`src/sv/teds_pkg.sv`:
```
`timescale 1ns / 1ps
// ----------------------------------------------------------------------------
// teds_pkg - shared types and constants for the touch event decoder/scaler
// Event kinds, register indexes, divider sizing and the controller/datapath
// command and status bundles.
// ----------------------------------------------------------------------------
package teds_pkg;

	// combined type/code words (type in low half, code in high half)
	localparam logic [31:0] KIND_KEY = 32'h014A_0001;
	localparam logic [31:0] KIND_Y   = 32'h0000_0003;
	localparam logic [31:0] KIND_X   = 32'h0001_0003;

	localparam int unsigned CFG_IDX_W = 3;
	localparam logic [CFG_IDX_W-1:0] REG_X_MIN  = 3'd0;
	localparam logic [CFG_IDX_W-1:0] REG_X_MAX  = 3'd1;
	localparam logic [CFG_IDX_W-1:0] REG_Y_MIN  = 3'd2;
	localparam logic [CFG_IDX_W-1:0] REG_Y_MAX  = 3'd3;
	localparam logic [CFG_IDX_W-1:0] REG_WIDTH  = 3'd4;
	localparam logic [CFG_IDX_W-1:0] REG_HEIGHT = 3'd5;

	localparam logic [15:0] RST_X_MIN  = 16'd70;
	localparam logic [15:0] RST_X_MAX  = 16'd4000;
	localparam logic [15:0] RST_Y_MIN  = 16'd70;
	localparam logic [15:0] RST_Y_MAX  = 16'd4000;
	localparam logic [15:0] RST_WIDTH  = 16'd1024;
	localparam logic [15:0] RST_HEIGHT = 16'd600;

	// Quotients of 2^17 and up always saturate, so only 17 quotient bits
	// are developed; the upper numerator bits only feed an overflow check.
	localparam int unsigned DIV_STEPS = 17;
	localparam int unsigned CNT_W     = 5;

	typedef struct packed {
		logic accept;    // input request taken this cycle
		logic sel_y;     // 0: X axis pass, 1: Y axis pass
		logic mul;       // register product and range flags
		logic init;      // load divider, overflow check
		logic step;      // one restoring division step
		logic fin;       // clamp quotient into axis result
		logic load_out;  // move results into output register
	} dp_cmd_t;

	typedef struct packed {
		logic key_on;
		logic key_off;
		logic pressed;
	} dp_sts_t;

endpackage

```
`src/sv/teds_dpath.sv`:
```
`timescale 1ns / 1ps
// ----------------------------------------------------------------------------
// teds_dpath - datapath of the touch event decoder/scaler
// Config registers, pen/raw state, 16x32 multiply, shared restoring divider,
// saturation and the result output register.
// ----------------------------------------------------------------------------
module teds_dpath (
	input  logic                          clk,
	input  logic                          arst_n,
	input  logic                          cfg_we,
	input  logic [teds_pkg::CFG_IDX_W-1:0] cfg_index,
	input  logic [15:0]                   cfg_data,
	input  logic [31:0]                   event_kind,
	input  logic [31:0]                   event_value,
	input  teds_pkg::dp_cmd_t             cmd,
	output teds_pkg::dp_sts_t             sts,
	output logic                          pen_down,
	output logic [15:0]                   screen_x,
	output logic [15:0]                   screen_y
);

	logic [15:0] x_min_q, x_max_q, y_min_q, y_max_q, width_q, height_q;
	logic        pressed_q;
	logic [31:0] raw_x_q, raw_y_q;

	logic [47:0] prod_q;
	logic [15:0] div_q;
	logic        le_min_q, bad_q, ovf_q;
	logic [15:0] rem_q;
	logic [16:0] lo_q, quot_q;
	logic [15:0] res_x_q, res_y_q;

	logic        is_key, key_on, key_off;
	logic [31:0] raw_sel;
	logic [15:0] min_sel, max_sel, scale_sel, top;
	logic [31:0] diff;
	logic [30:0] hi;
	logic [16:0] trial, trial_sub;
	logic        take;
	logic [15:0] x_fin, y_fin;

	assign is_key  = (event_kind == teds_pkg::KIND_KEY);
	assign key_on  = is_key && (event_value == 32'd1);
	assign key_off = is_key && (event_value == 32'd0);
	assign sts     = '{key_on: key_on, key_off: key_off, pressed: pressed_q};

	// configuration
	always_ff @(posedge clk or negedge arst_n) begin
		if (!arst_n) begin
			x_min_q  <= teds_pkg::RST_X_MIN;
			x_max_q  <= teds_pkg::RST_X_MAX;
			y_min_q  <= teds_pkg::RST_Y_MIN;
			y_max_q  <= teds_pkg::RST_Y_MAX;
			width_q  <= teds_pkg::RST_WIDTH;
			height_q <= teds_pkg::RST_HEIGHT;
		end else if (cfg_we) begin
			case (cfg_index)
				teds_pkg::REG_X_MIN:  x_min_q  <= cfg_data;
				teds_pkg::REG_X_MAX:  x_max_q  <= cfg_data;
				teds_pkg::REG_Y_MIN:  y_min_q  <= cfg_data;
				teds_pkg::REG_Y_MAX:  y_max_q  <= cfg_data;
				teds_pkg::REG_WIDTH:  width_q  <= cfg_data;
				teds_pkg::REG_HEIGHT: height_q <= cfg_data;
				default: ;
			endcase
		end
	end

	// pen state and latched raw readings
	always_ff @(posedge clk or negedge arst_n) begin
		if (!arst_n) begin
			pressed_q <= 1'b0;
			raw_x_q   <= '0;
			raw_y_q   <= '0;
		end else if (cmd.accept) begin
			if (key_on) begin
				pressed_q <= 1'b1;
			end else if (key_off) begin
				pressed_q <= 1'b0;
			end else if (pressed_q) begin
				if (event_kind == teds_pkg::KIND_Y) begin
					raw_y_q <= event_value;
				end else if (event_kind == teds_pkg::KIND_X) begin
					raw_x_q <= event_value;
				end
			end
		end
	end

	// axis select for the current pass
	assign raw_sel   = cmd.sel_y ? raw_y_q  : raw_x_q;
	assign min_sel   = cmd.sel_y ? y_min_q  : x_min_q;
	assign max_sel   = cmd.sel_y ? y_max_q  : x_max_q;
	assign scale_sel = cmd.sel_y ? height_q : width_q;
	assign diff      = raw_sel - {16'd0, min_sel};

	assign hi        = prod_q[47:17];
	assign trial     = {rem_q, lo_q[16]};
	assign trial_sub = trial - {1'b0, div_q};
	assign take      = (trial >= {1'b0, div_q});

	always_ff @(posedge clk) begin
		if (cmd.mul) begin
			prod_q   <= {32'd0, scale_sel} * {16'd0, diff};
			div_q    <= max_sel - min_sel;
			le_min_q <= (raw_sel <= {16'd0, min_sel});
			bad_q    <= (max_sel <= min_sel);
		end
		if (cmd.init) begin
			ovf_q  <= (hi >= {15'd0, div_q});
			rem_q  <= hi[15:0];
			lo_q   <= prod_q[16:0];
			quot_q <= '0;
		end
		if (cmd.step) begin
			rem_q  <= take ? trial_sub[15:0] : trial[15:0];
			lo_q   <= {lo_q[15:0], 1'b0};
			quot_q <= {quot_q[15:0], take};
		end
		if (cmd.fin) begin
			if (cmd.sel_y) begin
				res_y_q <= y_fin;
			end else begin
				res_x_q <= x_fin;
			end
		end
		if (cmd.load_out) begin
			pen_down <= pressed_q;
			screen_x <= res_x_q;
			screen_y <= res_y_q;
		end
	end

	// X saturates at width; Y counts down from top and floors at zero
	assign top = (height_q == 16'd0) ? 16'd0 : height_q - 16'd1;

	always_comb begin
		if (le_min_q || bad_q) begin
			x_fin = 16'd0;
		end else if (ovf_q || (quot_q > {1'b0, width_q})) begin
			x_fin = width_q;
		end else begin
			x_fin = quot_q[15:0];
		end

		if (le_min_q) begin
			y_fin = top;
		end else if (bad_q || ovf_q || (quot_q >= {1'b0, top})) begin
			y_fin = 16'd0;
		end else begin
			y_fin = top - quot_q[15:0];
		end
	end

endmodule

```
`src/sv/teds_ctrl.sv`:
```
`timescale 1ns / 1ps
// ----------------------------------------------------------------------------
// teds_ctrl - sequencer of the touch event decoder/scaler
// Takes requests, runs the X then Y scaling passes over the shared divider
// and owns the output valid flag.
// ----------------------------------------------------------------------------
module teds_ctrl (
	input  logic              clk,
	input  logic              arst_n,
	input  logic              evt_valid,
	output logic              evt_stall,
	output logic              res_valid,
	input  logic              res_stall,
	input  teds_pkg::dp_sts_t sts,
	output teds_pkg::dp_cmd_t cmd
);

	localparam logic [2:0] ST_IDLE = 3'd0;
	localparam logic [2:0] ST_MUL  = 3'd1;
	localparam logic [2:0] ST_INIT = 3'd2;
	localparam logic [2:0] ST_DIV  = 3'd3;
	localparam logic [2:0] ST_FIN  = 3'd4;
	localparam logic [2:0] ST_OUT  = 3'd5;

	localparam logic [teds_pkg::CNT_W-1:0] CNT_LAST = teds_pkg::CNT_W'(teds_pkg::DIV_STEPS - 1);

	logic [2:0]                 state_q;
	logic [teds_pkg::CNT_W-1:0] cnt_q;
	logic                       sel_q;
	logic                       out_valid_q;
	logic                       accept, emit, out_free;

	assign evt_stall = (state_q != ST_IDLE);
	assign accept    = evt_valid && !evt_stall;
	assign emit      = sts.key_on || sts.key_off || sts.pressed;
	assign out_free  = !out_valid_q || !res_stall;
	assign res_valid = out_valid_q;

	always_comb begin
		cmd          = '0;
		cmd.accept   = accept;
		cmd.sel_y    = sel_q;
		cmd.mul      = (state_q == ST_MUL);
		cmd.init     = (state_q == ST_INIT);
		cmd.step     = (state_q == ST_DIV);
		cmd.fin      = (state_q == ST_FIN);
		cmd.load_out = (state_q == ST_OUT) && out_free;
	end

	always_ff @(posedge clk or negedge arst_n) begin
		if (!arst_n) begin
			state_q <= ST_IDLE;
			cnt_q   <= '0;
			sel_q   <= 1'b0;
		end else begin
			case (state_q)
				ST_IDLE: begin
					sel_q <= 1'b0;
					if (accept && emit) begin
						state_q <= ST_MUL;
					end
				end
				ST_MUL: begin
					state_q <= ST_INIT;
				end
				ST_INIT: begin
					cnt_q   <= '0;
					state_q <= ST_DIV;
				end
				ST_DIV: begin
					cnt_q <= cnt_q + teds_pkg::CNT_W'(1);
					if (cnt_q == CNT_LAST) begin
						state_q <= ST_FIN;
					end
				end
				ST_FIN: begin
					if (sel_q) begin
						state_q <= ST_OUT;
					end else begin
						sel_q   <= 1'b1;
						state_q <= ST_MUL;
					end
				end
				ST_OUT: begin
					if (out_free) begin
						state_q <= ST_IDLE;
					end
				end
				default: begin
					state_q <= ST_IDLE;
				end
			endcase
		end
	end

	always_ff @(posedge clk or negedge arst_n) begin
		if (!arst_n) begin
			out_valid_q <= 1'b0;
		end else if (cmd.load_out) begin
			out_valid_q <= 1'b1;
		end else if (!res_stall) begin
			out_valid_q <= 1'b0;
		end
	end

	a_emit_starts: assert property (@(posedge clk) disable iff (!arst_n)
		(accept && emit) |=> (state_q == ST_MUL && !sel_q))
		else $error("emitting request did not start the X pass");

	a_div_len: assert property (@(posedge clk) disable iff (!arst_n)
		(state_q == ST_DIV && cnt_q == CNT_LAST) |=> (state_q == ST_FIN))
		else $error("divider did not finish after its last step");

	a_y_after_x: assert property (@(posedge clk) disable iff (!arst_n)
		(state_q == ST_FIN && !sel_q) |=> (state_q == ST_MUL && sel_q))
		else $error("Y pass did not follow the X pass");

	a_out_held: assert property (@(posedge clk) disable iff (!arst_n)
		(out_valid_q && res_stall) |=> (out_valid_q && !$past(cmd.load_out)))
		else $error("stalled result dropped or overwritten");

endmodule

```
`src/sv/touch_event_decoder_scaler.sv`:
```
`timescale 1ns / 1ps
// ----------------------------------------------------------------------------
// touch_event_decoder_scaler - touch event decoder with linear calibration
// Tracks pen state from key events, latches raw X/Y axis readings while the
// pen is down and reports pen state with calibrated screen coordinates.
// ----------------------------------------------------------------------------
//
//  channel  handshake            payload
//  -------  -------------------  -----------------------------------------
//  evt      evt_valid/evt_stall  event_kind[31:0], event_value[31:0]
//  res      res_valid/res_stall  pen_down, screen_x[15:0], screen_y[15:0]
//  cfg      cfg_valid/cfg_ready  cfg_index[2:0], cfg_data[15:0]
//
//  An event that reports nothing leaves the sequencer idle. One that reports
//  stalls further events while it runs: accept, then per axis one multiply,
//  one divider load, 17 divide steps on the shared restoring divider and one
//  clamp, then the output load. The output register holds a stalled result
//  while the next event is taken. Reset restores the calibration defaults,
//  releases the pen and zeroes the raw X/Y readings. cfg writes are always
//  ready; the user must make them while the block is idle; it does not check.
//
module touch_event_decoder_scaler (
	input  logic                           clk,
	input  logic                           arst_n,

	// configuration writes
	input  logic                           cfg_valid,
	output logic                           cfg_ready,
	input  logic [teds_pkg::CFG_IDX_W-1:0] cfg_index,
	input  logic [15:0]                    cfg_data,

	// event requests
	input  logic                           evt_valid,
	output logic                           evt_stall,
	input  logic [31:0]                    event_kind,
	input  logic [31:0]                    event_value,

	// result requests
	output logic                           res_valid,
	input  logic                           res_stall,
	output logic                           pen_down,
	output logic [15:0]                    screen_x,
	output logic [15:0]                    screen_y
);

	teds_pkg::dp_cmd_t cmd;
	teds_pkg::dp_sts_t sts;

	// register file is a plain write port, never busy
	assign cfg_ready = 1'b1;

	// sequencer: request acceptance, X/Y passes, output valid
	teds_ctrl u_ctrl (
		.clk       (clk),
		.arst_n    (arst_n),
		.evt_valid (evt_valid),
		.evt_stall (evt_stall),
		.res_valid (res_valid),
		.res_stall (res_stall),
		.sts       (sts),
		.cmd       (cmd)
	);

	// datapath: config, pen/raw state, multiply, divide, clamp, output reg
	teds_dpath u_dpath (
		.clk         (clk),
		.arst_n      (arst_n),
		.cfg_we      (cfg_valid && cfg_ready),
		.cfg_index   (cfg_index),
		.cfg_data    (cfg_data),
		.event_kind  (event_kind),
		.event_value (event_value),
		.cmd         (cmd),
		.sts         (sts),
		.pen_down    (pen_down),
		.screen_x    (screen_x),
		.screen_y    (screen_y)
	);

endmodule

```
`config.mk`:
```
export PLATFORM = sky130hd
export DESIGN_NAME = touch_event_decoder_scaler
export DESIGN_NICKNAME = d
export VERILOG_FILES = /design/src/sv/teds_pkg.sv /design/src/sv/teds_dpath.sv /design/src/sv/teds_ctrl.sv /design/src/sv/touch_event_decoder_scaler.sv
export SDC_FILE = /design/constraint.sdc
export NUM_CORES = 2
export LEC_CHECK = 0
export BUFFER_PORTS_ARGS = -buffer_cell sky130_fd_sc_hd__buf_2
export CAP_MARGIN = 30
export CELL_PAD_IN_SITES_DETAIL_PLACEMENT = 0
export CELL_PAD_IN_SITES_GLOBAL_PLACEMENT = 1
export CORE_UTILIZATION = 45
export CTS_BUF_LIST = sky130_fd_sc_hd__clkbuf_16
export CTS_CLUSTER_DIAMETER = 120
export DETAILED_ROUTE_END_ITERATION = 6
export PLACE_DENSITY = 0.79
export REMOVE_ABC_BUFFERS = 1
export SYNTH_ARGS = -nofsm -noshare
export SYNTH_HDL_FRONTEND = slang
export SYNTH_HIERARCHICAL = 1
export SYNTH_SLANG_ARGS = --single-unit
export TNS_END_PERCENT = 10
```
`constraint.sdc`:
```
create_clock -name clk -period 27.2 [get_ports clk]
set_clock_uncertainty 0.05 [all_clocks]
set_input_delay 6.8 -clock clk [delete_from_list [all_inputs] [get_ports clk]]
set_output_delay 6.8 -clock clk [all_outputs]
set_load 0.05 [all_outputs]
```
[After elaboration in Yosys (flattened, before gate mapping)]
Index checks and enable logic that the tools add are counted.
Cells by class
  $lt $le $gt $ge: 6
  equality and inequality tests: 19
  $add $sub $neg: 6
  bitwise logic cells: 4
  multiplexer cells: 26
  multipliers: 1
  reductions and logical operators: 35
Operator list (number)
  $mux 16: 10
  $mux 17: 4
  $mul 16x32->48: 1
  $sub 16x16->16: 3
  $ge 17x16->1: 2
  $eq 32x1->1 const B: 1
  $eq 32x17->1 const B: 1
  $eq 32x2->1 const B: 1
  $eq 32x25->1 const B: 1
  $le 32x16->1: 1
  $logic_not 32->1: 1
  $mux 32: 1
  $sub 32x16->32: 1
  $ge 31x16->1: 1
  $pmux 3 s6: 1
  $reduce_and 2->1: 9
  $gt 17x16->1: 1
  $le 16x16->1: 1
  $logic_not 16->1: 1
  $sub 16x1->16 const B: 1
  $eq 3x2->1 const B: 4
  $eq 3x3->1 const B: 4
  $mux 3: 4
  $pmux 5 s2: 1
  other kinds (16): 41
Word-level totals
  flip-flop bits (word level): 353
  input bits: 88

[Depth between registers and ports, before layout]
  depth in word-level cells: 7
  gate-level depth with buffers: 43
  gate-level depth less buffers: 34

[Hierarchy]
The synthesis kept the hierarchy.
Modules (own cells, without submodules)
  teds_dpath: seq. area each 9512.9 um2, area each 34633.2 um2, times used 1, cells an instance 3478
  teds_ctrl: seq. area each 250.2 um2, area each 574.3 um2, times used 1, cells an instance 61
  touch_event_decoder_scaler: seq. area each 0.0 um2, area each 11.3 um2, times used 1, cells an instance 2

[Least setup slack after synthesis]
Ideal clock, no wire load.
  path kind: flip-flop to flip-flop
  start: register u_ctrl.sel_q
  end: register u_dpath.prod_q[47], data pin
  clock period less this slack: 10335 ps
  stages on the path, launching flop included: 38
  path buffers: 8
  data arrival time: 10021 ps
  slack: 16865 ps
  cell sequence: dfrtp_1 -> buf_4 -> buf_2 -> buf_6 -> clkbuf_1 -> buf_1 -> clkbuf_1 -> buf_2 -> mux2_2 -> ha_1 -> fa_1 -> nand2b_1 -> a21boi_0 -> o21ai_0 -> a211oi_1 -> o21a_1 -> o21ai_0 -> a21oi_1 -> [2 not listed] -> fa_1 -> fa_1 -> fa_1 -> fa_1 -> inv_1 -> fa_1 -> inv_1 -> fa_1 -> inv_1 -> ha_1 -> clkbuf_1 -> nand4_1 -> or4_4 -> a2111oi_4 -> nor3_1 -> o41ai_2 -> a221oi_1 -> xnor2_1
Between the ends
  longest elaborated chain between the ends: 3
  elaborated cells between the ends (all ways): 5
  classes of those cells: add/sub: 1; mul: 1; mux: 3
RTL lines
  start: declaration: RTL line teds_ctrl.sv:29  | logic sel_q;
  start signal: assignment: RTL line teds_ctrl.sv:54  | sel_q <= 1'b0;
  start signal: assignment: RTL line teds_ctrl.sv:58  | sel_q <= 1'b0;
  start signal: assignment: RTL line teds_ctrl.sv:80  | sel_q <= 1'b1;
  $mux 32 / $mux 16 (equally long branches): RTL line teds_dpath.sv:91, teds_dpath.sv:92
  $sub 32x16->32: RTL line teds_dpath.sv:95  | assign diff = raw_sel - {16'd0, min_sel};
  $mul 16x32->48 (*): RTL line teds_dpath.sv:104  | prod_q <= {32'd0, scale_sel} * {16'd0, diff};
  end signal: assignment: RTL line teds_dpath.sv:104
  end: declaration: RTL line teds_dpath.sv:26  | logic [47:0] prod_q;
Every way passes the cells marked *; elsewhere a longest branch is shown, timed or not.
A chain may end at the register's enable or synchronous reset.

[Worst setup path in the final report]
  start: register u_ctrl.sel_q
  end: register u_dpath.prod_q[45], data pin
The elaborated chain is that of the path after synthesis.

==> reports/metrics.yaml <==
avgRoutedWirePerCell_um: 20.7
slowest_delay_ns: 0.99
syn_avg_cell_area_sq_um: 9.95
yosys_register_bits: 353
cts_root_buf: "clkbuf_16"
port_buffers: 122
min_from: "u_dpath/res_y_q[9]"
drv_slew: 0
yosys-top-cells-count: "549 x inv_1, 422 x fa_1, 383 x nand2_1"
cts_tree: "built"
drive_gt1_share_pct: 14.6
worst_ep_arrival_time_ns: 11.35
grt_first_pass_wirelength_um: 155000
ys_types: 87
period_needed_ns: 11.11
fp.dieW_um: 282
worstRegToRegCells: 28
finalCritPeriodShare_pct: 40.8
clock_latency_ns: 0.62
path_common_cell: "fa_1"
whs_path_depth: 0
worstHoldPathType: "flop to flop"
detail_route.iter0.violations: 1636
critical_path_class: "flop to flop"
yosys_warnings: 6
rows: 102
wl_um: 97600
netlist_area_sq_um: 35200
ys.flop_type: "edfxtp_1"
rsz0062_at_grt: "no"
final_antenna_net_count: 0
synthMuxAreaShare_pct: 7.57
detail_route.first_pass.iterations: 5
grt_max_degree: 67
async_reset_ff_share_pct: 48.4
r2r-start: "u_ctrl/sel_q"
grt_pass1_vias: 27100
yosysMostFrequentCell: "inv_1"
final_nets: 4391
synth_top_family_by_area: "adder cells"
clkSlewWorstSetupHoldPaths_ns: 0.06
antenna_found_initial: 2
grt_overflow: 0
start_util_pct: 45.5
synth_top_area_share_pct: 24.0
dpl.hpwl_um: 76500
cp-startpoint: "u_ctrl/sel_q"
vias_per_cell: 5.48
cts_resized: 0
status: "completed"
fmax_mhz: 90.0
syn_to_final_growth_pct: 10.3
post_cts_buffers: 0
dieArea_sq_um: 79400
drc: 0
setup_tns_ns: 0
cp-start-kind: "flop"
critPathMaxFanout: 55
core_sq_um: 77500
setup_viol: 0
grtUsageTotal_pct: 25.7
netlist_top_cells_area: "fa_1 24%, edfxtp_1 15%, dfrtp_1 11%"
ys_seq_area_share_pct: 27.7
end_kind: "flop"
slowest_stage: "dfrtp_4"
clock-sinks: 353
ios: 124
cts_buffers: 42
relSlewSlack_pct: 27.4
htreeDepth: 2
synth_xor_xnor_area_share_pct: 3.10
synth_compound_area_share_pct: 8.20
worst_pin_slew_ns: 1.08
required_ns: 27.44
gp_congestion: 0.922
ctsHoldBuffers: 0
synth_fa_ha_area_share_pct: 32.3
clock_path_buffers: 3
synth_edf_count: 181
maxCapViolCount: 0
via_count: 25800
hold_violations: 0
synthCells: 3541
synth-simple-area-share_pct: 13.6
yosysTopAreaCell: "fa_1"
die_h_um: 282
==> per-layer routing <==
layer | vias to the layer above | part of all wire [%] | global-route usage [%]
met5 | - | 0 | 0
met4 | 0 | 4.4 | 10.3
met3 | 225 | 6.3 | 4.07
met1 | 13000 | 41 | 32.5
li1 | 11800 | - | -
met2 | 827 | 48 | 43.8
==> placed cells by master (no fill, tap or decap), drive strengths merged, types with 15 or more instances in the layout <==
cell type,instances
and3,22
mux2,180
edfxtp,181
nor2,317
a22o,18
xor2,54
nor2b,25
nand2b,17
dfrtp,148
a31oi,15
o21bai,18
a211oi,15
inv,555
clkinv,20
o21ai,98
o21a,20
nor3,37
nand4,38
a21oi,106
ha,235
fa,422
a21boi,26
a21o,50
buf,195
nor4,21
dfstp,23
mux2i,64
clkbuf,42
nand3,66
xnor2,68
and2,40
nand2,383
or2,16
==> registers in the layout (all words and copies together) (netlist names), 3 cells and up <==
| register | count |
|---|---|
| u_dpath/raw_y_q | 32 |
| u_dpath/height_q | 16 |
| u_dpath/raw_x_q | 32 |
| u_dpath/rem_q | 16 |
| u_ctrl/state_q | 3 |
| u_dpath/x_min_q | 16 |
| u_dpath/div_q | 16 |
| u_dpath/quot_q | 17 |
| u_dpath/res_x_q | 16 |
| u_dpath/prod_q | 48 |
| u_dpath/width_q | 16 |
| u_dpath/screen_x | 16 |
| u_dpath/lo_q | 17 |
| u_dpath/screen_y | 16 |
| u_dpath/y_min_q | 16 |
| u_dpath/x_max_q | 16 |
| u_dpath/y_max_q | 16 |
| u_dpath/res_y_q | 16 |
| u_ctrl/cnt_q | 5 |
==> area by class of cell <==
class | instances | area, sq um
clock buffer | 42 | 1050
tap | 1040 | 1300
sequential | 353 | 9770
inverter | 550 | 2060
clock inverter | 35 | 407
timing repair buffer | 195 | 1270
multi-input combinational | 2504 | 23000
antenna | 1 | 2.50
fill | 7201 | 38600
==> stage by stage <==
step                setup slack [ns]  instances  instance area, sq um  hold slack [ns]  utilization (%)
floorplan                      16.00       3407                 34600            0.350                -
global placement               16.40       4625                 37200            0.351             48.0
detailed placement             16.24       4640                 37300            0.355             48.2
CTS                            16.20       4717                 38800            0.370             50.1
global route                   15.34       4719                 38800            0.373             50.1
finish                         16.09       4720                 38800            0.369             50.1
==> final timing paths <==
kind                                            end  slack [ns]
worst max-delay path             u_dpath/prod_q[45]       16.09
worst min-delay path            u_dpath/screen_y[9]        0.37
worst max register to register   u_dpath/prod_q[45]       16.09
worst min register to register  u_dpath/screen_y[9]        0.37
max in group asynchronous              u_ctrl/sel_q       19.08
min in group asynchronous       u_dpath/raw_y_q[15]        6.14
==> critical path, delay by kind of cell, from the launching register on <==
kind,cells,cell delay (ns)
AO/OA/AOI/OAI,10,3.09
XOR/XNOR,2,0.92
adder cells (fa/ha/maj),8,3.80
AND/OR/NAND/NOR,3,0.56
buffers and inverters,4,0.87
flip-flops,1,0.99
multiplexers,1,0.46
==> kinds of logic (layout without fill, tap and decap cells) <==
group           count (synthesis)  after routing
simple gates                 1041           1041
buf+inv                       684            822
fa+ha+maj                     657            657
compound gates                439            439
flops                         353            353
mux                           244            244
xor+xnor                      122            122
other cells                     1              2
Power is not shown: default switching activity piles up to over one toggle a cycle in this logic, so the estimate is an artifact.
